==> config.mk <==
export PLATFORM = sky130hd
export DESIGN_NAME = capability_table_engine
export DESIGN_NICKNAME = d
export VERILOG_FILES = /design/src/rtl/cte_pkg.sv /design/src/rtl/cte_ram.sv /design/src/rtl/cte_exec.sv /design/src/rtl/capability_table_engine.sv
export SDC_FILE = /design/constraint.sdc
export NUM_CORES = 1
export LEC_CHECK = 0
export BUFFER_PORTS_ARGS = -buffer_cell sky130_fd_sc_hd__buf_2
export CAP_MARGIN = 20
export CORE_UTILIZATION = 56
export CTS_BUF_LIST = sky130_fd_sc_hd__clkbuf_8
export DETAILED_ROUTE_END_ITERATION = 8
export MAX_ROUTING_LAYER = met4
export PLACE_DENSITY = 0.71
export SLEW_MARGIN = 20
export SYNTH_ARGS = -nofsm -noshare
export SYNTH_HDL_FRONTEND = slang
export SYNTH_MEMORY_MAX_BITS = 65536
export SYNTH_SLANG_ARGS = --single-unit
export TNS_END_PERCENT = 5
==> constraint.sdc <==
create_clock -name clk -period 14.4 [get_ports clk]
set_clock_uncertainty 0.05 [all_clocks]
set_input_delay 0.72 -clock clk [delete_from_list [all_inputs] [get_ports clk]]
set_output_delay 0.72 -clock clk [all_outputs]
set_load 0.01 [all_outputs]
==> src/rtl/cte_pkg.sv <==
// Package for the capability table engine.
// Holds operation and status codes, field widths and the entry, result and
// write-request types. Depends on nothing.
`default_nettype none

package cte_pkg;

	localparam int OP_W = 2;
	localparam int IDX_W = 8;
	localparam int WORD_W = 32;
	localparam int RIGHTS_W = 3;
	localparam int STATUS_W = 3;
	localparam int NEW_IDX_W = 6;

	localparam int IN_TDATA_W = 80;
	localparam int OUT_TDATA_W = 16;

	localparam logic [OP_W-1:0] OP_CREATE = 2'd0;
	localparam logic [OP_W-1:0] OP_GRANT = 2'd1;
	localparam logic [OP_W-1:0] OP_REVOKE = 2'd2;
	localparam logic [OP_W-1:0] OP_CHECK = 2'd3;

	localparam logic [STATUS_W-1:0] ST_OK = 3'd0;
	localparam logic [STATUS_W-1:0] ST_FULL = 3'd1;
	localparam logic [STATUS_W-1:0] ST_BAD_INDEX = 3'd2;
	localparam logic [STATUS_W-1:0] ST_INVALID = 3'd3;
	localparam logic [STATUS_W-1:0] ST_NO_GRANT = 3'd4;

	localparam int RIGHT_GRANT_BIT = 2;

	typedef struct packed {
		logic signed [WORD_W-1:0] obj_ref;
		logic signed [WORD_W-1:0] badge;
		logic [RIGHTS_W-1:0] rights;
		logic valid;
	} cte_entry_t;

	typedef struct packed {
		logic [STATUS_W-1:0] status;
		logic [NEW_IDX_W-1:0] new_index;
		logic allowed;
	} cte_result_t;

	typedef struct packed {
		logic en;
		logic append;
		cte_entry_t data;
	} cte_wreq_t;

endpackage

`default_nettype wire

==> src/rtl/cte_ram.sv <==
// Generic single-port-write, single-port-read RAM with registered read data.
// The read register updates only when a read is enabled. No dependencies.
`default_nettype none

module cte_ram #(
	parameter int WIDTH = 68,
	parameter int DEPTH = 64,
	localparam int AW = (DEPTH > 1) ? $clog2(DEPTH) : 1
) (
	input wire logic clk,
	input wire logic wr_en,
	input wire logic [AW-1:0] wr_addr,
	input wire logic [WIDTH-1:0] wr_data,
	input wire logic rd_en,
	input wire logic [AW-1:0] rd_addr,
	output logic [WIDTH-1:0] rd_data
);

	logic [WIDTH-1:0] mem_q [DEPTH];

	always_ff @(posedge clk) begin
		if (wr_en) begin
			mem_q[wr_addr] <= wr_data;
		end
		if (rd_en) begin
			rd_data <= mem_q[rd_addr];
		end
	end

endmodule

`default_nettype wire

==> src/rtl/cte_exec.sv <==
// Decision logic for one capability operation: status, result fields and
// the table write, if any, that it causes. Uses cte_pkg types and codes.
`default_nettype none

module cte_exec #(
	parameter int TABLE_DEPTH = 64,
	localparam int CW = $clog2(TABLE_DEPTH + 1)
) (
	input wire logic [cte_pkg::OP_W-1:0] operation,
	input wire logic [cte_pkg::IDX_W-1:0] cap_index,
	input wire logic signed [cte_pkg::WORD_W-1:0] obj_ref,
	input wire logic [cte_pkg::RIGHTS_W-1:0] rights,
	input wire logic signed [cte_pkg::WORD_W-1:0] badge,
	input wire logic [CW-1:0] fill_count,
	input wire cte_pkg::cte_entry_t entry,
	output cte_pkg::cte_result_t result,
	output cte_pkg::cte_wreq_t wreq
);

	logic full;
	logic bad_index;
	logic [CW+cte_pkg::NEW_IDX_W-1:0] fill_ext;

	assign full = (fill_count == CW'(TABLE_DEPTH));
	assign bad_index = {{CW{1'b0}}, cap_index} >= {{cte_pkg::IDX_W{1'b0}}, fill_count};
	assign fill_ext = {{cte_pkg::NEW_IDX_W{1'b0}}, fill_count};

	always_comb begin
		result.status = cte_pkg::ST_OK;
		result.new_index = '0;
		result.allowed = 1'b0;
		wreq.en = 1'b0;
		wreq.append = 1'b0;
		wreq.data = entry;
		unique case (operation)
			cte_pkg::OP_CREATE: begin
				if (full) begin
					result.status = cte_pkg::ST_FULL;
				end else begin
					wreq.en = 1'b1;
					wreq.append = 1'b1;
					wreq.data.obj_ref = obj_ref;
					wreq.data.badge = badge;
					wreq.data.rights = rights;
					wreq.data.valid = 1'b1;
					result.new_index = fill_ext[cte_pkg::NEW_IDX_W-1:0];
				end
			end
			cte_pkg::OP_GRANT: begin
				if (bad_index) begin
					result.status = cte_pkg::ST_BAD_INDEX;
				end else if (!entry.valid) begin
					result.status = cte_pkg::ST_INVALID;
				end else if (!entry.rights[cte_pkg::RIGHT_GRANT_BIT]) begin
					result.status = cte_pkg::ST_NO_GRANT;
				end else if (full) begin
					result.status = cte_pkg::ST_FULL;
				end else begin
					wreq.en = 1'b1;
					wreq.append = 1'b1;
					wreq.data.rights = entry.rights & rights;
					wreq.data.valid = 1'b1;
					result.new_index = fill_ext[cte_pkg::NEW_IDX_W-1:0];
				end
			end
			cte_pkg::OP_REVOKE: begin
				if (bad_index) begin
					result.status = cte_pkg::ST_BAD_INDEX;
				end else begin
					wreq.en = 1'b1;
					wreq.data.badge = '0;
					wreq.data.rights = '0;
					wreq.data.valid = 1'b0;
				end
			end
			cte_pkg::OP_CHECK: begin
				if (bad_index) begin
					result.status = cte_pkg::ST_BAD_INDEX;
				end else if (!entry.valid) begin
					result.status = cte_pkg::ST_INVALID;
				end else begin
					result.allowed = |(entry.rights & rights);
				end
			end
			default: begin
				result.status = cte_pkg::ST_OK;
			end
		endcase
	end

endmodule

`default_nettype wire

==> src/rtl/capability_table_engine.sv <==
// Capability table engine, top level. Accepted items are registered in stage
// one and their results in the output register. Throughput: one item per
// cycle while the output does not stall, set by the table RAM read at acceptance
// plus forwarding of the write made by the item ahead. Reset clears the fill
// count and pipeline valid flags; the table RAM is not swept, since only
// entries below the fill count are used. Uses cte_pkg, cte_ram and cte_exec.
`default_nettype none

module capability_table_engine #(
	parameter int TABLE_DEPTH = 64
) (
	input wire logic clk,
	input wire logic arst_n,
	input wire logic s_axis_tvalid,
	output logic s_axis_tready,
	// operation[1:0], cap_index[9:2], obj_ref[41:10], rights[44:42],
	// badge[76:45], zero fill above.
	input wire logic [cte_pkg::IN_TDATA_W-1:0] s_axis_tdata,
	output logic m_axis_tvalid,
	input wire logic m_axis_tready,
	// status[2:0], new_index[8:3], allowed[9], zero fill above.
	output logic [cte_pkg::OUT_TDATA_W-1:0] m_axis_tdata
);

	localparam int AW = $clog2(TABLE_DEPTH);
	localparam int CW = $clog2(TABLE_DEPTH + 1);
	localparam int EW = $bits(cte_pkg::cte_entry_t);
	localparam int RW = $bits(cte_pkg::cte_result_t);

	logic valid_s1;
	logic [cte_pkg::OP_W-1:0] operation_s1;
	logic [cte_pkg::IDX_W-1:0] cap_index_s1;
	logic signed [cte_pkg::WORD_W-1:0] obj_ref_s1;
	logic [cte_pkg::RIGHTS_W-1:0] rights_s1;
	logic signed [cte_pkg::WORD_W-1:0] badge_s1;
	logic fwd_hit_s1;
	cte_pkg::cte_entry_t fwd_entry_s1;

	logic [CW-1:0] fill_q;
	logic out_valid_q;
	cte_pkg::cte_result_t out_q;

	logic accept;
	logic fire;
	logic [AW-1:0] rd_addr;
	logic [AW-1:0] wr_addr;
	logic [EW-1:0] ram_rd;
	cte_pkg::cte_entry_t entry;
	cte_pkg::cte_result_t result;
	cte_pkg::cte_wreq_t wreq;
	logic wr_now;

	assign fire = valid_s1 && (!out_valid_q || m_axis_tready);
	assign s_axis_tready = !valid_s1 || fire;
	assign accept = s_axis_tvalid && s_axis_tready;
	assign wr_now = fire && wreq.en;

	assign rd_addr = s_axis_tdata[2 +: AW];
	assign wr_addr = wreq.append ? fill_q[AW-1:0] : cap_index_s1[AW-1:0];

	cte_ram #(
		.WIDTH(EW),
		.DEPTH(TABLE_DEPTH)
	) u_table (
		.clk(clk),
		.wr_en(wr_now),
		.wr_addr(wr_addr),
		.wr_data(wreq.data),
		.rd_en(accept),
		.rd_addr(rd_addr),
		.rd_data(ram_rd)
	);

	assign entry = fwd_hit_s1 ? fwd_entry_s1 : cte_pkg::cte_entry_t'(ram_rd);

	cte_exec #(
		.TABLE_DEPTH(TABLE_DEPTH)
	) u_exec (
		.operation(operation_s1),
		.cap_index(cap_index_s1),
		.obj_ref(obj_ref_s1),
		.rights(rights_s1),
		.badge(badge_s1),
		.fill_count(fill_q),
		.entry(entry),
		.result(result),
		.wreq(wreq)
	);

	always_ff @(posedge clk or negedge arst_n) begin
		if (!arst_n) begin
			valid_s1 <= 1'b0;
			fwd_hit_s1 <= 1'b0;
			fill_q <= '0;
			out_valid_q <= 1'b0;
		end else begin
			if (accept) begin
				valid_s1 <= 1'b1;
				fwd_hit_s1 <= wr_now && (wr_addr == rd_addr);
			end else if (fire) begin
				valid_s1 <= 1'b0;
			end
			if (wr_now && wreq.append) begin
				fill_q <= fill_q + CW'(1);
			end
			if (fire) begin
				out_valid_q <= 1'b1;
			end else if (m_axis_tready) begin
				out_valid_q <= 1'b0;
			end
		end
	end

	always_ff @(posedge clk) begin
		if (accept) begin
			operation_s1 <= s_axis_tdata[1:0];
			cap_index_s1 <= s_axis_tdata[9:2];
			obj_ref_s1 <= s_axis_tdata[41:10];
			rights_s1 <= s_axis_tdata[44:42];
			badge_s1 <= s_axis_tdata[76:45];
			fwd_entry_s1 <= wreq.data;
		end
		if (fire) begin
			out_q <= result;
		end
	end

	assign m_axis_tvalid = out_valid_q;
	assign m_axis_tdata = {{(cte_pkg::OUT_TDATA_W - RW){1'b0}}, out_q.allowed,
		out_q.new_index, out_q.status};

	assert property (@(posedge clk) disable iff (!arst_n)
		fill_q <= CW'(TABLE_DEPTH))
		else $error("fill count beyond table depth");

	assert property (@(posedge clk) disable iff (!arst_n)
		fire && result.status == cte_pkg::ST_OK
			&& (operation_s1 == cte_pkg::OP_CREATE || operation_s1 == cte_pkg::OP_GRANT)
		|=> fill_q == $past(fill_q) + CW'(1))
		else $error("successful append did not advance fill count");

	assert property (@(posedge clk) disable iff (!arst_n)
		fire && result.status != cte_pkg::ST_OK |=> fill_q == $past(fill_q))
		else $error("failed operation changed fill count");

	assert property (@(posedge clk) disable iff (!arst_n)
		fire && result.allowed |-> result.status == cte_pkg::ST_OK
			&& operation_s1 == cte_pkg::OP_CHECK)
		else $error("allowed set outside a successful check");

	assert property (@(posedge clk) disable iff (!arst_n)
		valid_s1 && !fire |=> valid_s1 && $stable(operation_s1) && $stable(cap_index_s1))
		else $error("stalled item in stage one was lost or overwritten");

endmodule

`default_nettype wire

Yosys cells after proc, flatten, opt, wreduce, memory -nomap -nowiden. Memory sizes are Yosys's and may differ from the RTL's. A register that Yosys moved wholly into a read port is not among the register bits. Cells that the tools add are included.

$add $sub $neg: 1. $mul: 0. Divide/modulo/power cells: 0. $lt $le $gt $ge: 1. Equality and inequality tests: 5. Shifts and indexed selects: 0. Mux-type cells: 37. Bitwise logic cells: 3. Reductions and logical operators: 14.

Operators by type and width (count): 70-bit 2-to-1 mux (1); 68-bit 2-to-1 mux (1); 32-bit one-hot mux with 2 select lines (1); 36-bit 2-to-1 mux (1); 32-bit 2-to-1 mux (1); 6-bit 2-to-1 mux (5); 4-bit 2-to-1 mux (4); 2-bit 2-to-1 mux (6); 3-bit 2-to-1 mux (4); 3-bit one-hot mux with 4 select lines (1); 4-bit one-hot mux with 3 select lines (1); 6-bit one-hot mux with 2 select lines (1); 8-bit by 7-bit greater-or-equal comparator with 1-bit output (1); 1-bit 2-to-1 mux (8); 7-bit by 1-bit adder with 7-bit output (second input constant) (1); 7-bit == test (second input constant) (1); 6-bit == test (1); 3-bit OR reduction (2); 1-bit logical AND (5); 2-bit == test (second input constant) (2); 2-bit nonzero test (2); 3-bit bitwise AND (1); 1-bit one-hot mux with 3 select lines (1); 2-bit by 1-bit == test with 1-bit output (second input constant) (1); other kinds (5) (8).

Register bits: 165. Latch bits: 0. RAM bits: 4352. Bits in read-only memories: 0. Input port bits: 84. Output and inout port bits: 18. Logic and storage cells: 78. Memories: 1.

Memory list: u_table.mem_q (depth 64, width 68, read ports 1, clocked after memory_dff 1, wr ports 1, line cte_ram.sv:19) `logic [WIDTH-1:0] mem_q [DEPTH];`.

Depth between registers and ports, before layout.
Depth in word-level cells: 9. Mapped depth: 12. Depth with buffers taken out: 9.

Hierarchy. Synthesis repeated with hierarchy kept, for this count alone.

Cell total of the unflattened synthesis: 7516. Area, all modules: 173520.2 um^2.

Modules (own cells, without submodules): cte_ram (instances 1, cells an instance 7077, area an instance 166195.6 um^2); capability_table_engine (instances 1, cells an instance 294, area an instance 6112.1 um^2); cte_exec (instances 1, cells an instance 145, area an instance 1212.4 um^2).

Worst setup path before layout. No wires, ideal clock.

Path kind: register to register. From: register fill_q[2]. To: register fwd_entry_s1[3] in the netlist's numbering, data pin. Arrival time: 3.933 ns. Required time: 13.775 ns. Slack: 9.842 ns. Stages on the path, launching flop included: 11. Buffers on the path: 1. Cells stage by stage: dfrtp_1 clkbuf_1 inv_1 ha_1 o21a_1 o21ai_0 o21ai_1 nand2b_1 a21boi_0 o22ai_1 a2bb2oi_1.

RTL lines: start: declaration (line capability_table_engine.sv:39) `logic [CW-1:0] fill_q;`; start signal: assignment (line capability_table_engine.sv:104) `fill_q <= fill_q + CW'(1);`; end signal: assignment (line capability_table_engine.sv:121) `fwd_entry_s1 <= wreq.data;`; end: declaration (line capability_table_engine.sv:37) `cte_pkg::cte_entry_t fwd_entry_s1;`.

Worst setup path after layout.
From: register fill_q[2]. To: memory u_table.mem_q[0][3], enable pin.

Cells in the longest elaborated chain, start to end: 9.

RTL lines: 7-bit == test (line cte_exec.sv:24) `assign full = (fill_count == CW'(TABLE_DEPTH));`; 2-bit 2-to-1 mux (line cte_exec.sv:56) `end else if (full) begin`; 2-bit 2-to-1 mux (line cte_exec.sv:54) `end else if (!entry.rights[cte_pkg::RIGHT_GRANT_BIT]) begin`; 2-bit 2-to-1 mux (line cte_exec.sv:52) `end else if (!entry.valid) begin`; 2-bit 2-to-1 mux (line cte_exec.sv:50) `if (bad_index) begin`; 1-bit one-hot mux with 3 select lines (line cte_exec.sv:35) `unique case (operation)`; 1-bit logical AND (line capability_table_engine.sv:56) `assign wr_now = fire && wreq.en;`; 1-bit 2-to-1 mux (line cte_ram.sv:22) `if (wr_en) begin`; 1-bit 2-to-1 mux (implied by the code) (line cte_ram.sv:23) `mem_q[wr_addr] <= wr_data;`; end: declaration (line cte_ram.sv:19).

Several ways; a longest one is shown, not always the timed one.

==> results.tsv <==
stage	metric	value	unit
cts	clock latency on the worst-skew pair	0.57	ns
route	Wirelength per Cell	24.9	µm
die	die height	151	µm
place	post-DP HPWL	15.5	mm
synth	mapped cell area	0.0124	mm²
synth	post-synthesis mux area share	15.7	%
worst_setup_path	FF-to-FF setup slack	9.96	ns
worst_setup_path	Startpoint Class	flop	
timing	Final WS setup	9.96	ns
grt	largest net degree at the start of global routing	68	
cts	CTS tree	built	
synth	Synth Area in Compound Gates	3.27	%
synth	number of synthesized flops with an enable pin	287	
timing	Setup violations, final	0	
timing	Hold Fails Final Rpt	0	
synth	adder-cell share of the synthesized area	0.908	%
die	DIE WIDTH	151	µm
synth	Synth Area in Simple Gates	5.51	%
grt	gr ovfl total	0	
layout	nets	791	
layout	Fillers	1516	
synth	largest family of logic cells by synthesized area	multiplexers	
synth	Netlist cell types	58	
layout	antenna cells	0	
pwr	Leakage	4.35	nW
timing	Slew @ Worst Pin	1.06	ns
place	placer congestion estimate	0.916	
synth	synth warn	0	
cts	Setup Fix Bufs, Post-CTS	0	
grt	vias in the first global route	6429	
synth	Yosys reg bits	297	
place	Placed Cells	929	
worst_setup_path	arrival time at the worst endpoint	4.57	ns
layout	final core utilization	62.8	%
cts	Reg clk slew, reported paths	0.06	ns
timing	fin. max-slew vios	0	
timing	Final period util	30.9	%
timing	Max Clock Freq	0.225	GHz
cts	clock sink count	297	
place	IO buf count	28	
route	DR pass1 iterations	6	
layout	Non-Filler Instances	1009	
route	final wirelength	25.1	mm
outcome	outcome	finished clean	
route	DRT iter0 DRCs	542	
synth	XOR/XNOR share of the synthesized area	0.777	%
cts	H-tree levels	2	
layout	most frequent cells in the layout	287 x edfxtp_1, 84 x mux4_2, 62 x nor3_1	
route	Avg Vias per Cell	6.41	
route	Via Count	6468	
place	pre-CTS setup slack	10.09	ns
worst_setup_path	Data required, critical path	14.53	ns
route	DRT antenna net count	0	
timing	Setup TNS Final	0	ns
worst_setup_path	CP Capture Type	flop	
synth	Synth Area per Inst	19.1	µm²
die	DIE AREA	0.0227	mm²
layout	Area Overhead vs Synth	10.1	%
synth	Syn Inst Count	648	
run	maxcap violations	0	
cts	root buf cell	clkbuf_8	
worst_setup_path	worst setup path category	reg2reg	
synth	async set or reset register ratio after synthesis	3.37	%
cts	deepest clock path buffer count	3	
grt	initial antenna violation count	0	
timing	Slew headroom	28.6	%
cts	total CTS buffers	46	
pwr	pwr/cell area	136	mW/mm²
pwr	worst vdd ir	0.0639	mV
timing	Final Critical Period	4.44	ns
grt	overall global routing resource usage	23.9	%
die	core footprint	0.0218	mm²
layout	most common cell after layout, fill and taps aside	edfxtp_1	
layout	layout cells sized above 1	27.0	%
synth	post-synthesis sequential area ratio	71.5	%
worst_setup_path	critical-path maximum fanout	11	
die	Boundary Pins	102	
route	post-route DRC violation count	0	
die	Row Count	54	
worst_hold_path	worst hold path type	in2reg	
timing	RSZ-0062 raised after global routing	false	
grt	first-pass GRT wire length	38.4	mm
synth	predominant post-synthesis flop cell	edfxtp_1	
die	Initial Util	57.0	%
[power breakdown]
part	internal, mW	leakage [nW]	switching (mW)	total (mW)
combinational	0.0722	1.15	0.135	0.208
clock	0.328	0.488	0.314	0.642
sequential	0.989	2.72	0.0225	1.01
[sequential cells by signal, indices dropped and copies added (netlist names)]
signal	cells
fill_q	7
operation_s1	2
fwd_entry_s1	4
fwd_hit_s1	1
m_axis_tvalid	1
u_table.rd_data	4
m_axis_tdata	10
valid_s1	1
rights_s1	3
cap_index_s1	8
u_table.mem_q	256
[stage by stage]
step / hold slack, ns / area, µm² / power [mW]
CTS: 0.282 / 13600 / 1.87
floorplan: 0.374 / 12400 / 1.16
detailed placement: 0.441 / 12800 / 1.23
finish: 0.293 / 13700 / 1.86
global placement: 0.439 / 12800 / 1.22
global route: 0.274 / 13700 / 1.93
[synthesized netlist by cell type, types with 2 or more instances]
library cell,n,area [µm²]
nand3_1,2,10.0
dfrtp_1,10,250
nand2b_1,5,31.3
edfxtp_1,287,8620
ha_1,9,113
o21ai_0,11,55.1
and2_1,9,56.3
buf_2,13,65.1
nor2_1,12,45.0
buf_6,4,45.0
a31oi_1,3,18.8
nor4_1,6,37.5
xor2_1,2,17.5
o21ai_1,3,15.0
buf_4,7,52.6
a221oi_1,3,26.3
clkbuf_1,16,60.1
o21a_1,2,15.0
nor3_1,62,310
nand2_1,16,60.1
or3_1,2,12.5
nor3b_1,4,30.0
mux4_2,84,1890
nand3b_1,2,15.0
a21o_1,2,15.0
mux2_2,4,45.0
inv_1,13,48.8
a22oi_1,3,22.5
a31oi_2,3,37.5
buf_1,3,11.3
xnor2_1,9,78.8
a21oi_1,8,40.0
a22o_1,2,17.5
nand4_1,3,18.8
[final cells by class]
class / instances / area (µm²) / area share (%)
repair buffers: 40 / 235 / 1.72
flip-flops and latches: 297 / 8870 / 64.9
clock buffers: 48 / 661 / 4.84
clock inverters: 31 / 168 / 1.23
well taps: 280 / 350 / 2.57
multi-input cells: 299 / 3320 / 24.3
inverters: 14 / 52.6 / 0.385
[repair_timing]
action	in CTS	in global routing
hold buffers	1	0
resized for setup	0	0
endpoints found under the hold margin	10	0
[worst max-delay path, cell delays in order (launching register included)]
cell     delay, ns
dfrtp_1       0.47
inv_1         0.28
ha_1          0.29
o21a_1        0.18
o21ai_0       0.30
o21ai_1       0.16
a21oi_1       0.87
a21oi_1       0.49
buf_4         0.31
nor4_1        0.65
[path summary, 6_finish.rpt]
kind / start / endpoint / cells past startpoint
min in group asynchronous: arst_n / fill_q[4]$_DFFE_PN0P_ / 2
worst max-delay path: fill_q[2]$_DFFE_PN0P_ / u_table.mem_q[0][3]$_DFFE_PP_ / 9
worst min register to register: fill_q[6]$_DFFE_PN0P_ / fill_q[6]$_DFFE_PN0P_ / 1
max in group asynchronous: arst_n / fill_q[1]$_DFFE_PN0P_ / 2
worst min-delay path: s_axis_tdata[0] / operation_s1[0]$_DFFE_PP_ / 1
worst max register to register: fill_q[2]$_DFFE_PN0P_ / u_table.mem_q[0][3]$_DFFE_PP_ / 9
[layer usage]
| metal | routed length, µm | track usage (%) |
|---|---|---|
| met1 | 10400 | 33.1 |
| met2 | 12400 | 36.7 |
| met3 | 1730 | 4.70 |
| met4 | 519 | 6.65 |
| met5 | 0 | - |
[kinds of logic (layout without fill, tap and decap cells)]
group	after synthesis	in the layout
AOI/OAI and AO/OA	54	54
muxes	89	89
adders and majority gates	9	9
DFF	297	297
other	1	6
and+or+nand+nor	130	130
buffers and inverters	57	133
xor gates and xnor gates	11	11
Note: power is estimated with default switching activity, not from simulation.
